**src/sv/cftt_pkg.sv**
```systemverilog
// package for the class fifo with threshold trigger unit
// holds opcodes, field widths, reset constants and the controller/datapath interface types
package cftt_pkg;

    localparam int CFTT_FIFO_DEPTH = 16;

    localparam int OPC_W  = 2;
    localparam int BYTE_W = 8;
    localparam int SMP_W  = 12;
    localparam int CLS_W  = 2;
    localparam int CNT_W  = 16;
    localparam int NUM_CLS = 4;

    localparam logic [SMP_W-1:0] THRESHOLD_RESET = 12'd2048;
    localparam logic [CNT_W-1:0] CNT_MAX         = 16'hFFFF;

    typedef enum logic [OPC_W-1:0] {
        OP_SERIAL = 2'd0,
        OP_SAMPLE = 2'd1,
        OP_MANUAL = 2'd2,
        OP_STOP   = 2'd3
    } t_opcode;

    // controller to datapath
    typedef struct packed {
        logic load;     // latch the incoming request
        logic exec;     // apply the latched request to the state
        logic cfg_we;   // write the threshold register
    } t_dp_cmd;

    // datapath to controller
    typedef struct packed {
        logic halted;
    } t_dp_status;

endpackage

```
**src/sv/class_fifo_with_threshold_trigger_unit.sv**
```systemverilog
// a request is latched when accepted, applied to the state in the exec state, then its result is held until taken
// (once stopped the exec state is skipped); no new request is accepted while one is in flight or its result is held,
//   and the head class comes from the registered read of the class store
// reset: synchronous, active low; fifo empty, counters zero, threshold 2048, trigger armed
// the class store has no reset; entries are only used after they are written
module class_fifo_with_threshold_trigger_unit
    import cftt_pkg::*;
#(
    parameter int FIFO_DEPTH = CFTT_FIFO_DEPTH
) (
    input  logic                              i_clk,
    input  logic                              i_rst_n,
    input  logic                              i_in_valid,
    output logic                              o_in_stall,
    input  logic [OPC_W-1:0]                  i_opcode,
    input  logic [BYTE_W-1:0]                 i_rx_byte,
    input  logic [SMP_W-1:0]                  i_sample,
    output logic                              o_out_valid,
    input  logic                              i_out_stall,
    output logic                              o_echo_valid,
    output logic [BYTE_W-1:0]                 o_echo_byte,
    output logic                              o_pop_valid,
    output logic [CLS_W-1:0]                  o_popped_class,
    output logic [CNT_W-1:0]                  o_count_class0,
    output logic [CNT_W-1:0]                  o_count_class1,
    output logic [CNT_W-1:0]                  o_count_class2,
    output logic [CNT_W-1:0]                  o_count_class3,
    output logic [$clog2(FIFO_DEPTH+1)-1:0]   o_occupancy,
    output logic                              o_manual_on,
    output logic                              o_stopped,
    input  logic                              i_cfg_valid,
    output logic                              o_cfg_ready,
    input  logic [SMP_W-1:0]                  i_cfg_threshold
);

    t_dp_cmd    cmd;
    t_dp_status status;

    cftt_ctrl u_ctrl (
        .i_clk       (i_clk),
        .i_rst_n     (i_rst_n),
        .i_in_valid  (i_in_valid),
        .o_in_stall  (o_in_stall),
        .o_out_valid (o_out_valid),
        .i_out_stall (i_out_stall),
        .i_cfg_valid (i_cfg_valid),
        .o_cfg_ready (o_cfg_ready),
        .i_status    (status),
        .o_cmd       (cmd)
    );

    cftt_dp #(
        .FIFO_DEPTH (FIFO_DEPTH)
    ) u_dp (
        .i_clk           (i_clk),
        .i_rst_n         (i_rst_n),
        .i_cmd           (cmd),
        .o_status        (status),
        .i_cfg_threshold (i_cfg_threshold),
        .i_opcode        (i_opcode),
        .i_rx_byte       (i_rx_byte),
        .i_sample        (i_sample),
        .o_echo_valid    (o_echo_valid),
        .o_echo_byte     (o_echo_byte),
        .o_pop_valid     (o_pop_valid),
        .o_popped_class  (o_popped_class),
        .o_count_class0  (o_count_class0),
        .o_count_class1  (o_count_class1),
        .o_count_class2  (o_count_class2),
        .o_count_class3  (o_count_class3),
        .o_occupancy     (o_occupancy),
        .o_manual_on     (o_manual_on),
        .o_stopped       (o_stopped)
    );

endmodule

```
**src/sv/cftt_ram.sv**
```systemverilog
// generic single write port, single read port ram with registered read
// no dependencies
module cftt_ram #(
    parameter int WIDTH = 2,
    parameter int DEPTH = 16
) (
    input  logic                     i_clk,
    input  logic                     i_we,
    input  logic [$clog2(DEPTH)-1:0] i_waddr,
    input  logic [WIDTH-1:0]         i_wdata,
    input  logic [$clog2(DEPTH)-1:0] i_raddr,
    output logic [WIDTH-1:0]         o_rdata
);

    logic [WIDTH-1:0] r_mem [DEPTH];
    logic [WIDTH-1:0] r_rdata;

    always_ff @(posedge i_clk) begin
        if (i_we) begin
            r_mem[i_waddr] <= i_wdata;
        end
        r_rdata <= r_mem[i_raddr];
    end

    assign o_rdata = r_rdata;

endmodule

```
**src/sv/cftt_ctrl.sv**
```systemverilog
// controller: takes one request, runs it through the datapath, holds the result
// uses cftt_pkg for the command and status types
module cftt_ctrl
    import cftt_pkg::*;
(
    input  logic       i_clk,
    input  logic       i_rst_n,
    input  logic       i_in_valid,
    output logic       o_in_stall,
    output logic       o_out_valid,
    input  logic       i_out_stall,
    input  logic       i_cfg_valid,
    output logic       o_cfg_ready,
    input  t_dp_status i_status,
    output t_dp_cmd    o_cmd
);

    typedef enum logic [1:0] {
        ST_IDLE,
        ST_EXEC,
        ST_HOLD
    } t_state;

    t_state r_state;
    logic   r_in_stall;
    logic   r_out_valid;

    always_ff @(posedge i_clk) begin
        if (!i_rst_n) begin
            r_state     <= ST_IDLE;
            r_in_stall  <= 1'b0;
            r_out_valid <= 1'b0;
        end else begin
            unique case (r_state)
                ST_IDLE: begin
                    if (i_in_valid) begin
                        r_in_stall <= 1'b1;
                        // a halted block only reports its frozen state
                        if (i_status.halted) begin
                            r_state     <= ST_HOLD;
                            r_out_valid <= 1'b1;
                        end else begin
                            r_state <= ST_EXEC;
                        end
                    end
                end
                ST_EXEC: begin
                    r_state     <= ST_HOLD;
                    r_out_valid <= 1'b1;
                end
                ST_HOLD: begin
                    if (!i_out_stall) begin
                        r_state     <= ST_IDLE;
                        r_out_valid <= 1'b0;
                        r_in_stall  <= 1'b0;
                    end
                end
                default: begin
                    r_state <= ST_IDLE;
                end
            endcase
        end
    end

    assign o_in_stall   = r_in_stall;
    assign o_out_valid  = r_out_valid;
    assign o_cfg_ready  = (r_state == ST_IDLE);
    assign o_cmd.load   = i_in_valid && !r_in_stall;
    assign o_cmd.exec   = (r_state == ST_EXEC);
    assign o_cmd.cfg_we = i_cfg_valid && (r_state == ST_IDLE);

endmodule

```
**src/sv/cftt_dp.sv**
```systemverilog
// datapath: class fifo, trigger logic, saturating class counters, mode flags
// uses cftt_pkg and the cftt_ram for the class store
module cftt_dp
    import cftt_pkg::*;
#(
    parameter int FIFO_DEPTH = CFTT_FIFO_DEPTH
) (
    input  logic                              i_clk,
    input  logic                              i_rst_n,
    input  t_dp_cmd                           i_cmd,
    output t_dp_status                        o_status,
    input  logic [SMP_W-1:0]                  i_cfg_threshold,
    input  logic [OPC_W-1:0]                  i_opcode,
    input  logic [BYTE_W-1:0]                 i_rx_byte,
    input  logic [SMP_W-1:0]                  i_sample,
    output logic                              o_echo_valid,
    output logic [BYTE_W-1:0]                 o_echo_byte,
    output logic                              o_pop_valid,
    output logic [CLS_W-1:0]                  o_popped_class,
    output logic [CNT_W-1:0]                  o_count_class0,
    output logic [CNT_W-1:0]                  o_count_class1,
    output logic [CNT_W-1:0]                  o_count_class2,
    output logic [CNT_W-1:0]                  o_count_class3,
    output logic [$clog2(FIFO_DEPTH+1)-1:0]   o_occupancy,
    output logic                              o_manual_on,
    output logic                              o_stopped
);

    localparam int PTR_W  = $clog2(FIFO_DEPTH);
    localparam int FILL_W = $clog2(FIFO_DEPTH + 1);
    localparam logic [FILL_W-1:0] FILL_FULL = FILL_W'(FIFO_DEPTH);
    localparam logic [PTR_W-1:0]  PTR_LAST  = PTR_W'(FIFO_DEPTH - 1);

    // latched request
    t_opcode             r_opcode;
    logic [BYTE_W-1:0]   r_rx_byte;
    logic [SMP_W-1:0]    r_sample;

    logic [SMP_W-1:0]    r_threshold;
    logic [PTR_W-1:0]    r_head;
    logic [PTR_W-1:0]    r_tail;
    logic [FILL_W-1:0]   r_fill;
    logic [SMP_W-1:0]    r_prev_sample;
    logic                r_armed_off;
    logic [CNT_W-1:0]    r_count [NUM_CLS];
    logic                r_manual;
    logic                r_halt;

    logic                r_echo_valid;
    logic [BYTE_W-1:0]   r_echo_byte;
    logic                r_pop_valid;
    logic [CLS_W-1:0]    r_popped_class;

    logic [CLS_W-1:0]    head_class;
    logic                do_push;
    logic                crossing;
    logic                do_pop;

    // head entry is read every cycle; head only moves during exec
    cftt_ram #(
        .WIDTH (CLS_W),
        .DEPTH (FIFO_DEPTH)
    ) u_store (
        .i_clk   (i_clk),
        .i_we    (do_push),
        .i_waddr (r_tail),
        .i_wdata (r_rx_byte[CLS_W-1:0]),
        .i_raddr (r_head),
        .o_rdata (head_class)
    );

    assign do_push  = i_cmd.exec && (r_opcode == OP_SERIAL) && !r_manual
                      && (r_fill != FILL_FULL);
    assign crossing = (r_sample > r_threshold) && (r_prev_sample <= r_threshold)
                      && !r_armed_off;
    assign do_pop   = i_cmd.exec && (r_opcode == OP_SAMPLE) && crossing
                      && (r_fill != '0);

    always_ff @(posedge i_clk) begin
        if (i_cmd.load) begin
            r_opcode  <= t_opcode'(i_opcode);
            r_rx_byte <= i_rx_byte;
            r_sample  <= i_sample;
        end
    end

    always_ff @(posedge i_clk) begin
        if (!i_rst_n) begin
            r_threshold    <= THRESHOLD_RESET;
            r_head         <= '0;
            r_tail         <= '0;
            r_fill         <= '0;
            r_prev_sample  <= '0;
            r_armed_off    <= 1'b0;
            r_manual       <= 1'b0;
            r_halt         <= 1'b0;
            r_echo_valid   <= 1'b0;
            r_echo_byte    <= '0;
            r_pop_valid    <= 1'b0;
            r_popped_class <= '0;
            for (int k = 0; k < NUM_CLS; k++) begin
                r_count[k] <= '0;
            end
        end else begin
            if (i_cmd.cfg_we) begin
                r_threshold <= i_cfg_threshold;
            end
            // result defaults for a new request
            if (i_cmd.load) begin
                r_echo_valid   <= 1'b0;
                r_echo_byte    <= '0;
                r_pop_valid    <= 1'b0;
                r_popped_class <= '0;
            end
            if (do_push) begin
                r_tail <= (r_tail == PTR_LAST) ? '0 : r_tail + 1'b1;
                r_fill <= r_fill + 1'b1;
            end
            if (do_pop) begin
                r_head         <= (r_head == PTR_LAST) ? '0 : r_head + 1'b1;
                r_fill         <= r_fill - 1'b1;
                r_pop_valid    <= 1'b1;
                r_popped_class <= head_class;
                for (int k = 0; k < NUM_CLS; k++) begin
                    if (head_class == CLS_W'(k) && r_count[k] != CNT_MAX) begin
                        r_count[k] <= r_count[k] + 1'b1;
                    end
                end
            end
            if (i_cmd.exec) begin
                unique case (r_opcode)
                    OP_SERIAL: begin
                        r_echo_valid <= 1'b1;
                        r_echo_byte  <= r_rx_byte;
                    end
                    OP_SAMPLE: begin
                        // disarm on a crossing, re-arm at or below threshold
                        if (r_sample <= r_threshold) begin
                            r_armed_off <= 1'b0;
                        end else if (crossing) begin
                            r_armed_off <= 1'b1;
                        end
                        r_prev_sample <= r_sample;
                    end
                    OP_MANUAL: begin
                        r_manual <= 1'b1;
                    end
                    OP_STOP: begin
                        r_halt <= 1'b1;
                    end
                    default: begin
                        r_halt <= r_halt;
                    end
                endcase
            end
        end
    end

    assign o_status.halted = r_halt;

    assign o_echo_valid   = r_echo_valid;
    assign o_echo_byte    = r_echo_byte;
    assign o_pop_valid    = r_pop_valid;
    assign o_popped_class = r_popped_class;
    assign o_count_class0 = r_count[0];
    assign o_count_class1 = r_count[1];
    assign o_count_class2 = r_count[2];
    assign o_count_class3 = r_count[3];
    assign o_occupancy    = r_fill;
    assign o_manual_on    = r_manual;
    assign o_stopped      = r_halt;

endmodule

```
**config.mk**
```make
export PLATFORM = sky130hd
export DESIGN_NAME = class_fifo_with_threshold_trigger_unit
export DESIGN_NICKNAME = d
export VERILOG_FILES = /design/src/sv/cftt_pkg.sv /design/src/sv/class_fifo_with_threshold_trigger_unit.sv /design/src/sv/cftt_ram.sv /design/src/sv/cftt_ctrl.sv /design/src/sv/cftt_dp.sv
export SDC_FILE = /design/constraint.sdc
export NUM_CORES = 1
export LEC_CHECK = 0
export BUFFER_PORTS_ARGS = -buffer_cell sky130_fd_sc_hd__buf_4
export CORE_MARGIN = 2
export CORE_UTILIZATION = 40
export DETAILED_ROUTE_END_ITERATION = 6
export GPL_TIMING_DRIVEN = 0
export PLACE_DENSITY = 0.58
export RECOVER_POWER = 25
export SLEW_MARGIN = 15
export SYNTH_ARGS = -nofsm -noshare
export SYNTH_HDL_FRONTEND = slang
export SYNTH_SLANG_ARGS = --single-unit
```
**constraint.sdc**
```tcl
create_clock -name i_clk -period 4.9 [get_ports i_clk]
set_clock_uncertainty 0.15 [all_clocks]
set_input_delay 0.245 -clock i_clk [delete_from_list [all_inputs] [get_ports i_clk]]
set_output_delay 0.245 -clock i_clk [all_outputs]
set_load 0.02 [all_outputs]
```
### Yosys cells after proc, flatten, opt, wreduce, memory -nomap -nowiden

Memories as Yosys holds them, arrays and structs flattened. A register that Yosys moved wholly into a read port is not among the register bits.
Cells that the tools add are included.

| word-level totals | value |
|---|---|
| bits of input ports | 39 |
| memories kept | 2 |
| logic and storage cells | 135 |
| output and inout port bits | 86 |
| bits in writable memories | 96 |
| register bits after elaboration | 78 |

| cells by class | value |
|---|---|
| order comparisons | 3 |
| $add $sub $neg | 8 |
| eq/ne operators | 18 |
| bitwise operators | 4 |
| muxes and demuxes | 49 |
| reductions and logical operators | 33 |

Memory list:

| name | words | width | rd ports | clocked after memory_dff | wr ports | RTL line | source |
|---|---|---|---|---|---|---|---|
| u_dp.r_count | 4 | 16 | 4 | 0 | 4 | cftt_dp.sv:45 | `logic [CNT_W-1:0] r_count [NUM_CLS];` |
| u_dp.u_store.r_mem | 16 | 2 | 1 | 1 | 1 | cftt_ram.sv:15 | `logic [WIDTH-1:0] r_mem [DEPTH];` |

Operators by type and width:

| kind | count |
|---|---|
| 16-bit by 1-bit adder with 16-bit output, second input constant | 4 |
| 16-bit 2-to-1 mux | 4 |
| 16-bit inequality test, second input constant | 4 |
| 1-bit 2-to-1 mux | 30 |
| 12-bit <= comparator | 2 |
| 8-bit 2-to-1 mux | 3 |
| 1-bit logical AND | 14 |
| 12-bit > comparator | 1 |
| 2-bit == test, second input constant | 5 |
| 2-bit 2-to-1 mux | 5 |
| 5-bit 2-to-1 mux | 2 |
| 4-bit by 1-bit adder with 4-bit output, second input constant | 2 |
| 4-bit == test, second input constant | 2 |
| 4-bit 2-to-1 mux | 2 |
| 2-bit AND reduction | 4 |
| 2-bit nonzero test | 4 |
| 2-bit by 1-bit == test with 1-bit output, second input constant | 3 |
| 2-bit zero test | 3 |
| 2-bit case mux with 3 select lines | 1 |
| 3-bit AND reduction | 2 |
| 5-bit by 1-bit adder with 5-bit output, second input constant | 1 |
| 5-bit inequality test, second input constant | 1 |
| 5-bit nonzero test | 1 |
| 5-bit by 1-bit subtractor with 5-bit output, second input constant | 1 |
| other kinds (8) | 14 |

### Longest topological paths before layout

| logic depth | value |
|---|---|
| word-level depth | 9 |
| depth in mapped cells | 15 |
| mapped depth without buffers | 15 |

### Hierarchy

A second synthesis with hierarchy kept.

| second synthesis, totals | value |
|---|---|
| cells, all modules | 749 |
| area total of the unflattened synthesis | 8503.2 um^2 |

Modules (own cells, without submodules):

| module | instances | area each (um^2) | cells each |
|---|---|---|---|
| cftt_dp | 1 | 6932.9 | 650 |
| cftt_ram | 1 | 1380.1 | 78 |
| cftt_ctrl | 1 | 190.2 | 21 |

### Worst setup path before layout

Ideal clock, no wire load.

| path | value |
|---|---|
| path kind | register to register |
| start point | reg u_dp.r_sample[9] |
| end point | reg u_dp.r_fill[4] (netlist: u_dp.o_occupancy[4]) |
| arrival time | 3.231 ns |
| path buffers | 0 |
| cell stages (with the launch flop) | 15 |
| data required time | 4.605 ns |
| clock period less this slack | 3.526 ns |
| setup slack | 1.374 ns |
| path through | edfxtp_1 ha_1 a211oi_1 o21ai_0 a2111oi_2 a21oi_2 nand2_2 clkinv_1 ha_1 nor2b_1 o21ai_0 nand2_1 nor2_1 a221oi_1 o311ai_0 |

| on the way | value |
|---|---|
| longest elaborated chain between the ends | 6 |
| elaborated cells between the ends (all ways) | 7 |

RTL lines:

| element | RTL line | source |
|---|---|---|
| from (decl) | cftt_dp.sv:37 | `logic [SMP_W-1:0] r_sample;` |
| from (signal assigned) | cftt_dp.sv:83 | `r_sample <= i_sample;` |
| 12-bit > comparator (*) | cftt_dp.sv:74 | `assign crossing = (r_sample > r_threshold) && (r_prev_sample <= r_threshold)` |
| 1-bit logical AND (*) | cftt_dp.sv:74 |  |
| 1-bit logical AND (*) | cftt_dp.sv:75 | `&& !r_armed_off;` |
| 1-bit logical AND (*) | cftt_dp.sv:76 | `assign do_pop = i_cmd.exec && (r_opcode == OP_SAMPLE) && crossing` |
| 1-bit logical AND (*) | cftt_dp.sv:77 | `&& (r_fill != '0);` |
| named net u_dp.do_pop | cftt_dp.sv:57 | `logic do_pop;` |
| 5-bit 2-to-1 mux / 2-bit nonzero test (equally long branches) | - |  |
| to (signal assigned) | cftt_dp.sv:117 | `r_fill <= r_fill + 1'b1;` |
| to (signal assigned) | cftt_dp.sv:121 | `r_fill <= r_fill - 1'b1;` |
| to (decl) | cftt_dp.sv:42 | `logic [FILL_W-1:0] r_fill;` |

The timed path passes the listed nets; every way through them passes the cells marked *.
A chain may end at the register's enable or synchronous reset.

### Worst setup path in the final report

Ends and elaborated chain as after synthesis.

==> results by group <==
Setup path
  – Crit end category: flop
  – Type of origin of the critical path: flop
  – Crit path kind: reg -> reg
  – Worst EP arrival: 4.67 ns
  – Maximum fanout along the worst path: 11
  – Worst Path Required: 5.04 ns

Clock tree
  – CTS Buffer Depth: 2
  – Worst-Skew Late Latency: 0.43 ns
  – # Post-CTS Setup Buffers: 0
  – Post_cts resized: 0
  – TritonCTS Buffers: 17
  – Clk sinks: 176
  – Root Driver: clkbuf_16
  – Post-CTS Hold Buffers: 37
  – CTS tree: done
  – Htree depth: 4
  – Clock transition at path regs: 0.07 ns

Logic synthesis
  – Adder-Cell Fraction of Synth Area: 5.57%
  – Largest area contributor in the netlist: edfxtp_1
  – Most frequent cells after synthesis: 118 x edfxtp_1, 97 x nand2_1, 91 x nor2_1, 58 x dfxtp_1, 53 x a21oi_1
  – Leading cell type by number of instances after synthesis: edfxtp_1
  – Post-synth EDFFs: 118
  – Avg Cell Area, Syn: 11.0 sq um
  – Synth Area in Simple Gates: 17.5%
  – Unique masters post-synth: 62
  – Syn_nets: 841
  – Ys async rst share: 0%
  – Top cells by area, synth: edfxtp_1 42%, dfxtp_1 14%, ha_1 5.3%
  – Largest family of logic cells by synthesized area: simple AND/OR/NAND/NOR gates
  – Yosys reg bits: 176
  – Xor/xnor share of the synthesized area: 5.91%
  – Mapped cell area: 0.00844 sq mm
  – Mux share of post-synthesis cell area: 3.02%
  – Synth warn: 0
  – Synth Area in Compound Gates: 8.80%
  – Mapped Cells: 765
  – Synth Flop Type: edfxtp_1
  – Post-synthesis sequential area ratio: 55.7%
  – Synth top area share: 42.0%

Route
  – Post-Route WL: 19.1 mm
  – Wire per inst: 15.5 um
  – Initial DRT Pass Iterations: 4
  – Antenna-violating nets left: 0
  – # DRC: 0
  – Iter 0 DRT Violations: 336
  – Mean number of vias per cell: 5.00
  – Vias post-DR: 6165

Place
  – DP Wirelength: 13.4 mm
  – Dpl ws: 0.455 ns
  – Placer congestion estimate: 0.799
  – I/O Buffers: 124

Timing
  – WHS: 0.117 ns
  – Final setup violating endpoints: 0
  – Max Freq: 221 MHz
  – Max-slew violations: 0
  – RSZ-0062 raised after global routing: no
  – Slew HR: 33.5%
  – Tmin final: 4.52 ns
  – Slew @ Worst Pin: 0.989 ns
  – Post-route setup slack: 0.376 ns
  – Fin crit share: 92.3%
  – Final hold violations: 0
  – Setup TNS: 0 ns

Finish
  – Fraction of layout cells with a size suffix above 1: 17.0%
  – Final net count: 1021
  – # diodes: 0
  – Synth-to-layout area growth: 24.6%

Global route
  – Vias in the first global route: 6088
  – Initial antenna violation count: 0
  – GRT Total Usage: 17.9%
  – GR Overflow Total: 0
  – Pin count of the biggest net entering global routing: 23
  – First-pass GRT wire length: 31.3 mm

Power
  – P per Cell Area: 317 mW/mm^2
  – Worst VDD drop: 0.235 mV
  – Leak: 0.00385 uW

Worst hold path
  – HP Class: in -> reg

Floorplan
  – Core area: 0.0209 sq mm
  – Initial Utilization: 40.4%
  – DIE AREA: 0.0223 sq mm
  – Die Ht: 149 um
  – X dimension of the die: 149 um
  – Cell Rows: 53
  – I/O pins: 125

Run status
  – Outcome: finished clean

Job
  – Max-cap check violation count: 0
placed cells by master (no fill, tap or decap), drive strengths merged, types with 20 or more instances in the layout:
cell type	instances
dfxtp	58
xnor2	22
nor2	101
xor2	35
ha	36
nand2	98
a21oi	54
nand4	20
nand3	37
buf	77
dlygate4sd3	37
inv	41
edfxtp	118
clkbuf	95
state kept, by name, summed over array words and instances, names as in the netlist:
name                  flops
u_ctrl.o_in_stall         1
u_dp.o_popped_class       2
u_dp.o_status             1
u_dp.r_count             64
u_dp.o_echo_byte          8
u_dp.o_occupancy          5
u_ctrl.o_out_valid        1
u_dp.r_rx_byte            8
u_dp.r_threshold         12
u_dp.u_store.r_mem       32
u_dp.r_opcode             2
u_dp.o_echo_valid         1
u_dp.u_store.o_rdata      2
u_dp.r_head               4
u_dp.r_tail               4
u_dp.r_sample            12
u_ctrl.r_state            2
u_dp.o_pop_valid          1
u_dp.o_manual_on          1
u_dp.r_armed_off          1
u_dp.r_prev_sample       12
metal layers:
metal,track usage (%),up-vias,part of all wire [%]
met5,0,-,0
met4,5.62,0,1.4
met3,3.52,17,5.0
met2,28.1,129,45
met1,25.1,2920,49
li1,-,3099,-
per-stage QoR:
step                total power (uW)  area (sq um)  std cells  util (%)
finish                          3340         10500       1233      50.4
global route                    3460         10500       1233      50.4
CTS                             3380         10700       1233      51.0
detailed placement              2030          9720       1164      46.5
global placement                2030          9720       1164      46.5
floorplan                       1900          8440        765         -
where the power goes:
part | total, uW | internal [uW] | switching [uW]
clock | 1330 | 736 | 589
combinational | 325 | 132 | 192
sequential | 1690 | 1640 | 52.0
worst paths after layout:
| check | startpoint | end | slack, ns | cells after the start |
|---|---|---|---|---|
| worst max-delay path | u_dp.r_sample[9] | u_dp.o_occupancy[4] | 0.38 | 14 |
| worst min-delay path | i_rst_n | u_dp.o_occupancy[4] | 0.12 | 3 |
| worst max register to register | u_dp.r_sample[9] | u_dp.o_occupancy[4] | 0.38 | 14 |
| worst min register to register | u_dp.r_threshold[1] | u_dp.r_threshold[1] | 0.30 | 2 |
logic make-up (layout without fill, tap and decap cells):
group,count (synthesis),in the layout
simple gates,306,306
mux,13,13
buf+inv,65,258
compound gates,111,111
xor+xnor,57,57
flops,176,176
fa+ha+maj,37,37
critical path: stages (launching register included):
cell	delay [ns]
edfxtp_1	0.40
ha_1	0.31
a211oi_1	0.27
o21ai_0	0.19
a2111oi_2	0.58
a21oi_2	0.34
nand2_2	0.30
clkinv_1	0.40
ha_1	0.47
nor2b_1	0.18
o21ai_0	0.16
nand2_1	0.14
nor2_1	0.06
a221oi_1	0.27
o311ai_0	0.16
final cells by class:
type                    instances  area, sq um
clock inverters                11          105
clock buffers                  21          462
well taps                     275          344
multi-input cells             524         3450
flip-flops and latches        176         4700
inverters                      38          143
repair buffers                161         1170
fillers                      1960        10400
plain buffers                  27          145
Note: power is estimated with default switching activity, not from simulation.
